### config.mk
export PLATFORM = sky130hd
export DESIGN_NAME = lru_key_value_cache_unit
export DESIGN_NICKNAME = d
export VERILOG_FILES = /design/src/rtl/core/lkvc_pkg.sv /design/src/rtl/core/lru_key_value_cache_unit.sv
export SDC_FILE = /design/constraint.sdc
export NUM_CORES = 1
export LEC_CHECK = 0
export ABC_AREA = 0
export BUFFER_PORTS_ARGS = -buffer_cell sky130_fd_sc_hd__buf_2
export CELL_PAD_IN_SITES_DETAIL_PLACEMENT = 1
export CELL_PAD_IN_SITES_GLOBAL_PLACEMENT = 1
export CORE_ASPECT_RATIO = 2
export CORE_UTILIZATION = 30
export CTS_CLUSTER_SIZE = 30
export DETAILED_ROUTE_END_ITERATION = 8
export PLACE_DENSITY = 0.56
export SETUP_SLACK_MARGIN = 0.02
export SLEW_MARGIN = 20
export SYNTH_ARGS = -nofsm -noshare
export SYNTH_HDL_FRONTEND = slang
export SYNTH_SLANG_ARGS = --single-unit
### constraint.sdc
create_clock -name clock -period 7.4 [get_ports clock]
set_input_delay 1.11 -clock clock [delete_from_list [all_inputs] [get_ports clock]]
set_output_delay 1.11 -clock clock [all_outputs]
set_load 0.02 [all_outputs]
### src/rtl/core/lkvc_pkg.sv
// ----------------------------------------------------------------------------
// lkvc_pkg
// Types and constants for the LRU key-value cache unit: request and
// response payloads, operation codes and the capacity register layout.
// ----------------------------------------------------------------------------
package lkvc_pkg;

   localparam int CSR_W = 5;

   localparam logic [CSR_W-1:0] CAP_RESET  = 5'd16;
   localparam logic             FUNC_GET   = 1'b0;
   localparam logic             FUNC_PUT   = 1'b1;
   localparam logic [31:0]      MISS_VALUE = 32'hFFFF_FFFF;

   typedef struct packed {
      logic               func;
      logic signed [31:0] key;
      logic signed [31:0] value;
   } req_type;

   typedef struct packed {
      logic               hit;
      logic signed [31:0] read_value;
      logic               evicted;
   } rsp_type;

endpackage

### src/rtl/core/lru_key_value_cache_unit.sv
// ----------------------------------------------------------------------------
// lru_key_value_cache_unit
// Fully associative key-value cache with LRU replacement, scanned one entry
// per cycle through a single shared key/rank compare unit.
// ----------------------------------------------------------------------------
//
//   channel  | dir | handshake            | payload
//   ---------+-----+----------------------+------------------------
//   req      | in  | req_valid / req_stall| req_data  (req_type)
//   rsp      | out | rsp_valid / rsp_stall| rsp_data  (rsp_type)
//   csr      | in  | csr_valid / csr_ready| csr_data  (capacity_in_use)
//
// A get miss does one lookup sweep over all entries; any other request
// does that lookup sweep and then one rank update sweep, each
// reading one entry per cycle from the key and rank memories.
// Reset clears valid bits, entry count, state and the response valid flag;
// the capacity register resets to 16.
// req_stall is high from acceptance until the response is loaded; a
// stalled response register holds the sequencer in its final state.
//
module lru_key_value_cache_unit
   import lkvc_pkg::*;
#(
   parameter int CAPACITY = 16
) (
   input  logic             clock,
   input  logic             reset,
   input  logic             req_valid,
   output logic             req_stall,
   input  req_type          req_data,
   output logic             rsp_valid,
   input  logic             rsp_stall,
   output rsp_type          rsp_data,
   input  logic             csr_valid,
   output logic             csr_ready,
   input  logic [CSR_W-1:0] csr_data
);

   localparam int IdxW  = (CAPACITY > 1) ? $clog2(CAPACITY) : 1;
   localparam int RankW = IdxW;
   localparam int CntW  = $clog2(CAPACITY + 1);
   localparam int CmpW  = (CntW > CSR_W) ? CntW : CSR_W;
   localparam logic [IdxW-1:0] LastIdx = IdxW'(CAPACITY - 1);

   localparam logic [2:0] ST_IDLE     = 3'd0;
   localparam logic [2:0] ST_SCAN     = 3'd1;
   localparam logic [2:0] ST_SCAN_END = 3'd2;
   localparam logic [2:0] ST_DECIDE   = 3'd3;
   localparam logic [2:0] ST_UPD      = 3'd4;
   localparam logic [2:0] ST_UPD_END  = 3'd5;
   localparam logic [2:0] ST_FINISH   = 3'd6;

   // entry storage
   logic [31:0]      key_mem  [CAPACITY];
   logic [31:0]      val_mem  [CAPACITY];
   logic [RankW-1:0] rank_mem [CAPACITY];

   logic [2:0]          state_ff, state_in;
   logic [IdxW-1:0]     cnt_ff, cnt_in;
   logic                pipe_vld_ff, pipe_vld_in;
   logic [IdxW-1:0]     pipe_idx_ff, pipe_idx_in;
   req_type             req_ff, req_in;
   logic [31:0]         key_rd_ff;
   logic [31:0]         val_rd_ff;
   logic [RankW-1:0]    rank_rd_ff;
   logic                hit_ff, hit_in;
   logic [IdxW-1:0]     hit_slot_ff, hit_slot_in;
   logic [RankW-1:0]    hit_rank_ff, hit_rank_in;
   logic                free_found_ff, free_found_in;
   logic [IdxW-1:0]     free_slot_ff, free_slot_in;
   logic                vic_found_ff, vic_found_in;
   logic [IdxW-1:0]     vic_slot_ff, vic_slot_in;
   logic [RankW-1:0]    vic_rank_ff, vic_rank_in;
   logic                evict_ff, evict_in;
   logic [IdxW-1:0]     upd_slot_ff, upd_slot_in;
   logic                age_ff, age_in;
   logic [CAPACITY-1:0] valid_ff, valid_in;
   logic [CntW-1:0]     count_ff, count_in;
   logic [CSR_W-1:0]    cap_ff, cap_in;
   logic                rsp_valid_ff, rsp_valid_in;
   rsp_type             rsp_data_ff, rsp_data_in;

   logic             key_we, val_we, rank_we;
   logic [IdxW-1:0]  key_waddr, val_waddr, rank_waddr;
   logic [31:0]      val_wdata;
   logic [RankW-1:0] rank_wdata;

   logic            pipe_valid_bit;
   logic            key_match;
   logic [CmpW-1:0] cap_ext, cap_eff;
   logic            evict_now;
   logic            ins_ok;
   logic [IdxW-1:0] ins_slot;
   logic            rsp_free;

   assign req_stall = (state_ff != ST_IDLE);
   assign csr_ready = 1'b1;
   assign rsp_valid = rsp_valid_ff;
   assign rsp_data  = rsp_data_ff;

   assign pipe_valid_bit = valid_ff[pipe_idx_ff];
   assign key_match      = pipe_valid_bit && (key_rd_ff == req_ff.key);
   assign rsp_free       = !rsp_valid_ff || !rsp_stall;

   // capacity register: zero reads as one, saturates at CAPACITY
   assign cap_ext = CmpW'(cap_ff);
   assign cap_eff = (cap_ff == '0) ? CmpW'(1) :
                    ((cap_ext > CmpW'(CAPACITY)) ? CmpW'(CAPACITY) : cap_ext);
   assign evict_now = (req_ff.func == FUNC_PUT) && !hit_ff &&
                      (CmpW'(count_ff) >= cap_eff);

   // evicted slot frees up before the lowest free slot is chosen
   always_comb begin
      if (evict_now) begin
         ins_ok   = vic_found_ff;
         ins_slot = (free_found_ff && (free_slot_ff < vic_slot_ff)) ?
                    free_slot_ff : vic_slot_ff;
      end else begin
         ins_ok   = free_found_ff;
         ins_slot = free_slot_ff;
      end
   end

   always_comb begin
      state_in      = state_ff;
      cnt_in        = cnt_ff;
      pipe_vld_in   = 1'b0;
      pipe_idx_in   = cnt_ff;
      req_in        = req_ff;
      hit_in        = hit_ff;
      hit_slot_in   = hit_slot_ff;
      hit_rank_in   = hit_rank_ff;
      free_found_in = free_found_ff;
      free_slot_in  = free_slot_ff;
      vic_found_in  = vic_found_ff;
      vic_slot_in   = vic_slot_ff;
      vic_rank_in   = vic_rank_ff;
      evict_in      = evict_ff;
      upd_slot_in   = upd_slot_ff;
      age_in        = age_ff;
      valid_in      = valid_ff;
      count_in      = count_ff;
      cap_in        = cap_ff;
      rsp_valid_in  = rsp_valid_ff;
      rsp_data_in   = rsp_data_ff;
      key_we        = 1'b0;
      key_waddr     = ins_slot;
      val_we        = 1'b0;
      val_waddr     = ins_slot;
      val_wdata     = req_ff.value;
      rank_we       = 1'b0;
      rank_waddr    = pipe_idx_ff;
      rank_wdata    = '0;

      if (csr_valid && csr_ready) begin
         cap_in = csr_data;
      end
      if (rsp_valid_ff && !rsp_stall) begin
         rsp_valid_in = 1'b0;
      end

      // lookup sweep: first match, lowest free slot, oldest valid entry
      if (pipe_vld_ff && (state_ff == ST_SCAN || state_ff == ST_SCAN_END)) begin
         if (key_match && !hit_ff) begin
            hit_in      = 1'b1;
            hit_slot_in = pipe_idx_ff;
            hit_rank_in = rank_rd_ff;
         end
         if (!pipe_valid_bit && !free_found_ff) begin
            free_found_in = 1'b1;
            free_slot_in  = pipe_idx_ff;
         end
         if (pipe_valid_bit && (!vic_found_ff || rank_rd_ff > vic_rank_ff)) begin
            vic_found_in = 1'b1;
            vic_slot_in  = pipe_idx_ff;
            vic_rank_in  = rank_rd_ff;
         end
      end

      // rank sweep: target goes to zero, younger (or all) valid entries age
      if (pipe_vld_ff && (state_ff == ST_UPD || state_ff == ST_UPD_END)) begin
         if (pipe_idx_ff == upd_slot_ff) begin
            rank_we    = 1'b1;
            rank_wdata = '0;
         end else if (pipe_valid_bit && (age_ff || rank_rd_ff < hit_rank_ff)) begin
            rank_we    = 1'b1;
            rank_wdata = rank_rd_ff + RankW'(1);
         end
      end

      case (state_ff)
         ST_IDLE: begin
            if (req_valid) begin
               req_in        = req_data;
               cnt_in        = '0;
               hit_in        = 1'b0;
               free_found_in = 1'b0;
               vic_found_in  = 1'b0;
               state_in      = ST_SCAN;
            end
         end
         ST_SCAN: begin
            pipe_vld_in = 1'b1;
            if (cnt_ff == LastIdx) begin
               state_in = ST_SCAN_END;
            end else begin
               cnt_in = cnt_ff + IdxW'(1);
            end
         end
         ST_SCAN_END: begin
            state_in = ST_DECIDE;
         end
         ST_DECIDE: begin
            cnt_in   = '0;
            evict_in = evict_now;
            if (hit_ff) begin
               upd_slot_in = hit_slot_ff;
               age_in      = 1'b0;
               state_in    = ST_UPD;
               if (req_ff.func == FUNC_PUT) begin
                  val_we    = 1'b1;
                  val_waddr = hit_slot_ff;
               end
            end else if (req_ff.func == FUNC_PUT) begin
               if (evict_now && vic_found_ff) begin
                  valid_in[vic_slot_ff] = 1'b0;
                  count_in              = count_in - CntW'(1);
               end
               if (ins_ok) begin
                  valid_in[ins_slot] = 1'b1;
                  count_in           = count_in + CntW'(1);
                  key_we             = 1'b1;
                  val_we             = 1'b1;
                  upd_slot_in        = ins_slot;
                  age_in             = 1'b1;
                  state_in           = ST_UPD;
               end else begin
                  state_in = ST_FINISH;
               end
            end else begin
               state_in = ST_FINISH;
            end
         end
         ST_UPD: begin
            pipe_vld_in = 1'b1;
            if (cnt_ff == LastIdx) begin
               state_in = ST_UPD_END;
            end else begin
               cnt_in = cnt_ff + IdxW'(1);
            end
         end
         ST_UPD_END: begin
            state_in = ST_FINISH;
         end
         ST_FINISH: begin
            if (rsp_free) begin
               rsp_valid_in        = 1'b1;
               rsp_data_in.hit     = hit_ff;
               rsp_data_in.evicted = evict_ff && (req_ff.func == FUNC_PUT) && !hit_ff;
               rsp_data_in.read_value = (req_ff.func == FUNC_GET && hit_ff) ?
                                        val_rd_ff : MISS_VALUE;
               state_in = ST_IDLE;
            end
         end
         default: begin
            state_in = ST_IDLE;
         end
      endcase
   end

   always_ff @(posedge clock) begin
      if (reset) begin
         state_ff     <= ST_IDLE;
         pipe_vld_ff  <= 1'b0;
         valid_ff     <= '0;
         count_ff     <= '0;
         cap_ff       <= CAP_RESET;
         rsp_valid_ff <= 1'b0;
      end else begin
         state_ff     <= state_in;
         pipe_vld_ff  <= pipe_vld_in;
         valid_ff     <= valid_in;
         count_ff     <= count_in;
         cap_ff       <= cap_in;
         rsp_valid_ff <= rsp_valid_in;
      end
   end

   always_ff @(posedge clock) begin
      cnt_ff        <= cnt_in;
      pipe_idx_ff   <= pipe_idx_in;
      req_ff        <= req_in;
      hit_ff        <= hit_in;
      hit_slot_ff   <= hit_slot_in;
      hit_rank_ff   <= hit_rank_in;
      free_found_ff <= free_found_in;
      free_slot_ff  <= free_slot_in;
      vic_found_ff  <= vic_found_in;
      vic_slot_ff   <= vic_slot_in;
      vic_rank_ff   <= vic_rank_in;
      evict_ff      <= evict_in;
      upd_slot_ff   <= upd_slot_in;
      age_ff        <= age_in;
      rsp_data_ff   <= rsp_data_in;
   end

   always_ff @(posedge clock) begin
      if (key_we) begin
         key_mem[key_waddr] <= req_ff.key;
      end
      key_rd_ff <= key_mem[cnt_ff];
   end

   always_ff @(posedge clock) begin
      if (val_we) begin
         val_mem[val_waddr] <= val_wdata;
      end
      val_rd_ff <= val_mem[hit_slot_ff];
   end

   always_ff @(posedge clock) begin
      if (rank_we) begin
         rank_mem[rank_waddr] <= rank_wdata;
      end
      rank_rd_ff <= rank_mem[cnt_ff];
   end

`ifndef SYNTHESIS
   a_count_bound: assert property (@(posedge clock) disable iff (reset)
      count_ff <= CntW'(CAPACITY))
      else $error("entry count exceeds capacity");

   a_count_matches_valid: assert property (@(posedge clock) disable iff (reset)
      $countones(valid_ff) == 32'(count_ff))
      else $error("entry count out of step with valid bits");

   a_rsp_from_finish: assert property (@(posedge clock) disable iff (reset)
      $rose(rsp_valid_ff) |-> $past(state_ff == ST_FINISH))
      else $error("response loaded outside final state");

   a_stall_while_busy: assert property (@(posedge clock) disable iff (reset)
      (state_ff == ST_UPD) |-> req_stall && !$past(state_ff == ST_IDLE))
      else $error("rank sweep entered without a lookup");
`endif

endmodule
==> results of run 1 <==
-- worst register-to-register path, stage by stage, from the launching register on --
cell and delay [ns]:
edfxtp_1 0.32, buf_4 0.48, nor2b_2 0.35, o21a_1 0.20
nand2_2 0.13, inv_2 0.16, nand3_1 0.13, a31oi_1 0.47
o2111ai_1 0.59, nor2_4 0.26, buf_4 0.54
-- power breakdown --
part	leakage (uW)	total [uW]	switching (uW)	internal, uW
Combinational	0.00396	672	355	316
Clock	0.00220	6930	2890	4040
Sequential	0.0120	8410	154	8260
-- cells in the mapped netlist (all sizes together), types with 2 or more instances --
cell type  instances
and3               2
a31oi              7
nor3               8
nand3             32
o22ai              2
nor3b              3
nor2b             10
dfxtp            106
nand3b             3
nor4              12
nand4              4
mux2i              9
o21a               5
edfxtp          1217
nand2             35
xor2              35
or3               37
xnor2              9
a31o               2
a21oi             37
and3b              2
or2                4
ha                19
buf               40
o31ai              3
nor2              66
a21o               4
a2111oi            2
and2               4
inv               41
mux2               4
nand2b            14
o2111ai            3
mux4             345
clkbuf            61
o211ai             5
nand4b             2
o21ai             26
-- per-stage QoR --
step | worst slack (ns) | hold WS (ns) | cell area [um2] | instances
floorplan | 1.970 | 0.3721 | 49680 | 2230
detailed placement | 3.311 | 0.4701 | 52910 | 4398
global route | 3.022 | 0.4858 | 57460 | 4642
global placement | 3.331 | 0.4726 | 52910 | 4398
finish | 3.352 | 0.4880 | 57470 | 4643
CTS | 3.270 | 0.4577 | 57420 | 4640
-- metal layers --
metal	up-vias	global-route usage, %	part of all wire (%)
met5	-	0	0.010
met4	2	5.044	2.7
met3	176	2.028	3.3
met2	486	28.21	58
met1	12010	15.68	36
li1	9638	-	-
-- path summary, 6_finish.rpt --
check / from / endpoint / cells after the start
hold / removal: valid_ff[8]$_SDFFE_PP0P_ / valid_ff[8]$_SDFFE_PP0P_ / 2
hold reg to reg: valid_ff[8]$_SDFFE_PP0P_ / valid_ff[8]$_SDFFE_PP0P_ / 2
setup / recovery: req_ff[64]$_DFFE_PP_ / val_mem[3][26]$_DFFE_PP_ / 10
setup reg to reg: req_ff[64]$_DFFE_PP_ / val_mem[3][26]$_DFFE_PP_ / 10
-- cells by family (layout without fill, tap and decap cells) --
| kind of cell | count (synthesis) | count (layout) |
|---|---|---|
| DFF | 1323 | 1323 |
| and+or+nand+nor | 239 | 239 |
| muxes | 358 | 358 |
| AOI/OAI and AO/OA | 104 | 104 |
| adders and majority gates | 19 | 19 |
| other | 1 | 3 |
| xor gates and xnor gates | 44 | 44 |
| buffers and inverters | 142 | 433 |
-- cell type report --
class | count | area (um2)
Fill cell | 16070 | 106500
Sequential cell | 1323 | 38670
Multi-Input combinational cell | 765 | 10580
Clock buffer | 169 | 3679
Tap cell | 2120 | 2653
Timing Repair Buffer | 150 | 895.9
Clock inverter | 73 | 828.3
Inverter | 41 | 160.2
Antenna cell | 2 | 5.005
-- flip-flops by register name, summed over array words and instances, names as in the netlist, 5 cells and up --
signal / cells
count_ff: 5
rsp_data: 34
val_mem: 512
valid_ff: 16
val_wdata: 32
rank_mem: 64
val_rd_ff: 32
cap_ext: 5
req_ff: 33
key_rd_ff: 32
key_mem: 512
-- cell usage in the layout, fill, tap and decap left out, types with 16 or more instances in the layout --
master / n
edfxtp_1: 1217
mux4_2: 345
clkbuf_16: 137
buf_2: 110
dfxtp_1: 106
nor2_1: 49
or3_1: 37
a21oi_1: 35
xor2_1: 35
buf_4: 35
nand2_1: 33
nand3_1: 32
clkinv_2: 24
inv_1: 22
o21ai_0: 22
ha_1: 19
clkbuf_1: 19
clkinv_1: 16
==> flow_metrics.tcl, run 1 <==
set metrics [dict create \
    cts_max_level 4 \
    coreArea_mm2 0.1640 \
    slew_headroom_pct 25.45 \
    setup_violations 0 \
    synthCells 2230 \
    start_util_pct 30.30 \
    vias 22320 \
    status "complete, no violations" \
    place_congestion 0.7541 \
    grt_max_degree 131 \
    firstDrtPassIters 5 \
    cts_setup_buffers 0 \
    clock-sinks 1323 \
    cp_top_family "compound AO/OA/AOI/OAI gates" \
    routed_wl_um 119400 \
    power.density_mw_per_mm2 278.7 \
    synth_fp_nets 2324 \
    drive_gt1_share_pct 29.95 \
    die_h_um 577.5 \
    via_per_inst 4.806 \
    crit_arrival_ns 4.42 \
    ctsResizeCount 0 \
    synth.distinct_cells 61 \
    drt_iter0_markers 1309 \
    synth_area_leaders "edfxtp_1 74%, mux4_2 16%, dfxtp_1 4.3%" \
    clkLatencyLatePin_ns 0.76 \
    antenna_left 0 \
    synth_top_area_cell "edfxtp_1" \
    grt_use_total_pct 14.53 \
    grt_first_pass_wirelength_um 174600 \
    rsz0062_at_grt "no" \
    fin_util_pct 35.05 \
    finalCritPeriodShare_pct 54.70 \
    crit_chain "buf_4 -> nor2b_2 -> o21a_1 -> nand2_2 -> inv_2 -> nand3_1 -> a31oi_1 -> o2111ai_1 -> nor2_4 -> buf_4" \
    synth-xor-area-share_pct 0.7756 \
    finalCriticalPeriod_ns 4.048 \
    drv_slew 0 \
    start_kind "flip-flop" \
    path_common_cell "buf_4" \
    min_path_type "flip-flop to flip-flop" \
    fin_nets 2507 \
    ys.flop_type "edfxtp_1" \
    cts_tree "done" \
    synth_edf_count 1217 \
    async_flop_share_pct 0 \
    areaGrowthSynthToFinish_pct 15.66 \
    finalPower_uw 16010 \
    antenna_found_initial 7 \
    ir_drop_mv 0.2575 \
    synth_area_mm2 0.04968 \
    r2r_setup_slack_ns 3.35 \
    clockRootBuffer "clkbuf_16" \
    power.leakage_uw 0.01819 \
    max_freq_ghz 0.2470 \
    cpPeakStageDelay_ns 0.59 \
    hold_viol_final 0 \
    crit_slowest_cell "o2111ai_1" \
    finClkSkew_ns 0.03211 \
    numCtsBuffers 132 \
    cts_buffer_depth 3 \
    place_hpwl_um 69730 \
    cap_violations 0 \
    finalSetupTns_ns 0 \
    synth_compound_area_share_pct 1.383 \
    die_area_mm2 0.1673 \
    drc_errors 0 \
    synth_seq_cells 1323 \
    synth_top_family_by_area "multiplexers" \
    synthAdderAreaFrac_pct 0.4785 \
    syn_avg_cell_area_um2 22.28 \
    max_slew.worst_pin.slew_ns 1.117 \
    fp-row-count 210 \
    cts.clk_slew.worst_paths_ns 0.06 \
    synth-simple-area-share_pct 2.453 \
    cp_max_fo 37 \
    cp-end-kind "flip-flop" \
    yosysSeqAreaShare_pct 77.83 \
    synth.area.mux_share_pct 15.91 \
    yosys.area.top_type_share_pct 73.56 \
    cp_num_buf_inv 3 \
    routedWlPerCell_um 25.72 \
    grt.overflow.total 0 \
    crit_required_ns 7.77 \
    crit_type "flip-flop to flip-flop" \
    io_pins 112 \
    numPortBuffers 110 \
    cts_hold_buf 0 \
    grt_pass1_vias 25540 \
    yosysWarnings 0 \
    die_x_um 289.8 \
]
(Power assumes the default switching activity.)
==> run 2: changes to the inputs <==
--- a/config.mk
+++ b/config.mk
@@ -13,7 +13,7 @@
 export CORE_UTILIZATION = 30
 export CTS_CLUSTER_SIZE = 30
 export DETAILED_ROUTE_END_ITERATION = 8
-export PLACE_DENSITY = 0.56
+export PLACE_DENSITY = 0.58
 export SETUP_SLACK_MARGIN = 0.02
 export SLEW_MARGIN = 20
 export SYNTH_ARGS = -nofsm -noshare
==> constraint.sdc (replaced) <==
create_clock -name clock -period 3.4 [get_ports clock]
set_input_delay 0.51 -clock clock [delete_from_list [all_inputs] [get_ports clock]]
set_output_delay 0.51 -clock clock [all_outputs]
set_load 0.02 [all_outputs]
==> run 2 against run 1 <==
  * Non-clock buffer count up 215
  * Worst hold slack worse by 0.46 ns
  * Via count up 2.7%
  * Clock power up 110%
  * Critical path depth up 7
==> flow_metrics.tcl, run 2 (synthesis results as in run 1) <==
set metrics [dict create \
    finalCritPeriodShare_pct 95.38 \
    drv_slew 0 \
    cp_max_fo 6 \
    cp_top_family "buffers and inverters" \
    start_util_pct 30.30 \
    die_area_mm2 0.1673 \
    grt_first_pass_wirelength_um 175900 \
    drc_errors 0 \
    final_common_cell "edfxtp_1" \
    cp-end-kind "flip-flop" \
    antenna_found_initial 7 \
    cts.clk_slew.worst_paths_ns 0.07 \
    fp-row-count 210 \
    clockRootBuffer "clkbuf_16" \
    place_congestion 0.8192 \
    grt.overflow.total 0 \
    path_common_cell "buf_4" \
    fin_util_pct 36.40 \
    firstDrtPassIters 4 \
    routed_wl_um 120400 \
    drt_iter0_markers 1310 \
    drive_gt1_share_pct 33.48 \
    cts_buffer_depth 3 \
    via_per_inst 4.732 \
    clock-sinks 1323 \
    power.density_mw_per_mm2 573.7 \
    vias 22920 \
    cpPeakStageDelay_ns 0.35 \
    cts_tree "done" \
    crit_type "flip-flop to flip-flop" \
    hold_viol_final 0 \
    grt_pass1_vias 25910 \
    crit_required_ns 3.81 \
    fin_ws_ns 0.1572 \
    slew_headroom_pct 39.97 \
    numCtsBuffers 119 \
    areaGrowthSynthToFinish_pct 20.13 \
    cap_violations 0 \
    cts_max_level 3 \
    coreArea_mm2 0.1640 \
    max_freq_ghz 0.3084 \
    post-place-ws_ns 0.01526 \
    clkLatencyLatePin_ns 0.73 \
    crit_chain "nor3_2 -> buf_4 -> nor2_2 -> nor2_1 -> ha_1 -> nor2b_2 -> o211ai_1 -> nand2_2 -> buf_4 -> buf_4 -> o21ai_2 -> a31oi_4 -> nand2b_1 -> buf_4 -> nor2_4 -> buf_12 -> buf_12" \
    finClkSkew_ns 0.04164 \
    dpl_cell_area_mm2 0.05463 \
    io_pins 112 \
    status "complete, no violations" \
    power.leakage_uw 0.01927 \
    place_hpwl_um 80100 \
    grt_use_total_pct 14.38 \
    multi_input_area_mm2 0.01063 \
    die_h_um 577.5 \
    max_slew.worst_pin.slew_ns 0.8922 \
    finalCriticalPeriod_ns 3.243 \
    die_x_um 289.8 \
    crit_arrival_ns 3.66 \
    rsz0062_at_grt "yes" \
    final_cell_mix "1217 x edfxtp_1, 345 x mux4_2, 131 x buf_4, 127 x clkbuf_16, 110 x buf_2" \
    ir_drop_mv 0.4133 \
    cp_num_buf_inv 6 \
    start_kind "flip-flop" \
    setup_violations 0 \
    crit_slowest_cell "dfxtp_2" \
    antenna_left 0 \
    final_area_mm2 0.05968 \
    numPortBuffers 110 \
    fillCellCount 16000 \
    routedWlPerCell_um 24.86 \
    fin_nets 2709 \
    grt_max_degree 62 \
    largestRegisters "key_mem (512), val_mem (512), rank_mem (64)" \
    min_path_type "input pin to flip-flop" \
    final-seq-area_mm2 0.03867 \
]
run 2: where the power goes:
group	switching [uW]	total, uW	internal, uW
logic	855	1670	810
registers	326	18300	18000
clock network	6170	14300	8110
run 2: metrics by stage:
step / power [uW] / hold WS [ns] / cells / TNS, ns
after detailed placement: 20320 / 0.4707 / 4545 / 0
after CTS: 34690 / 0.0004799 / 4832 / 0
after global routing: 35280 / 0.005278 / 4842 / -0.1192
after global placement: 20250 / 0.4751 / 4545 / 0
final: 34240 / 0.03177 / 4843 / 0
after floorplan: 19560 / 0.3721 / 2230 / -7.367
run 2: layout make-up:
cell class | instances | area share, %
inverter | 41 | 0.2788
tap | 2120 | 4.444
timing repair buffer | 365 | 5.656
multi-input combinational | 765 | 17.81
antenna | 2 | 0.008386
sequential | 1323 | 64.79
clock inverter | 80 | 1.600
clock buffer | 147 | 5.407
run 2: repair_timing:
item | CTS | global route
cloned | 0 | 6
buffers inserted | 1 | 4
hold buffers | 59 | 0
hold endpoints to repair | 59 | 0
resized for setup | 0 | 29
pin swaps | 1 | 5
endpoints found under the setup margin | 20 | 850
run 2: worst paths after layout:
kind	start	endpoint	slack, ns	cells after the start
setup / recovery	cap_ext[2]$_SDFFE_PP0P_	val_mem[13][17]$_DFFE_PP_	0.16	17
hold / removal	req_data[39]	req_ff[39]$_DFFE_PP_	0.03	1
setup reg to reg	cap_ext[2]$_SDFFE_PP0P_	val_mem[13][17]$_DFFE_PP_	0.16	17
hold reg to reg	val_rd_ff[24]$_DFF_P_	rsp_data[25]$_SDFFCE_PN1P_	0.47	1
run 2: layer usage:
metal	track usage, %	vias to the layer above	wire [um]
met5	0	-	27
met4	4.380	4	3430
met3	2.044	177	3781
met2	27.96	435	69260
met1	15.74	12260	43900
li1	-	10040	-
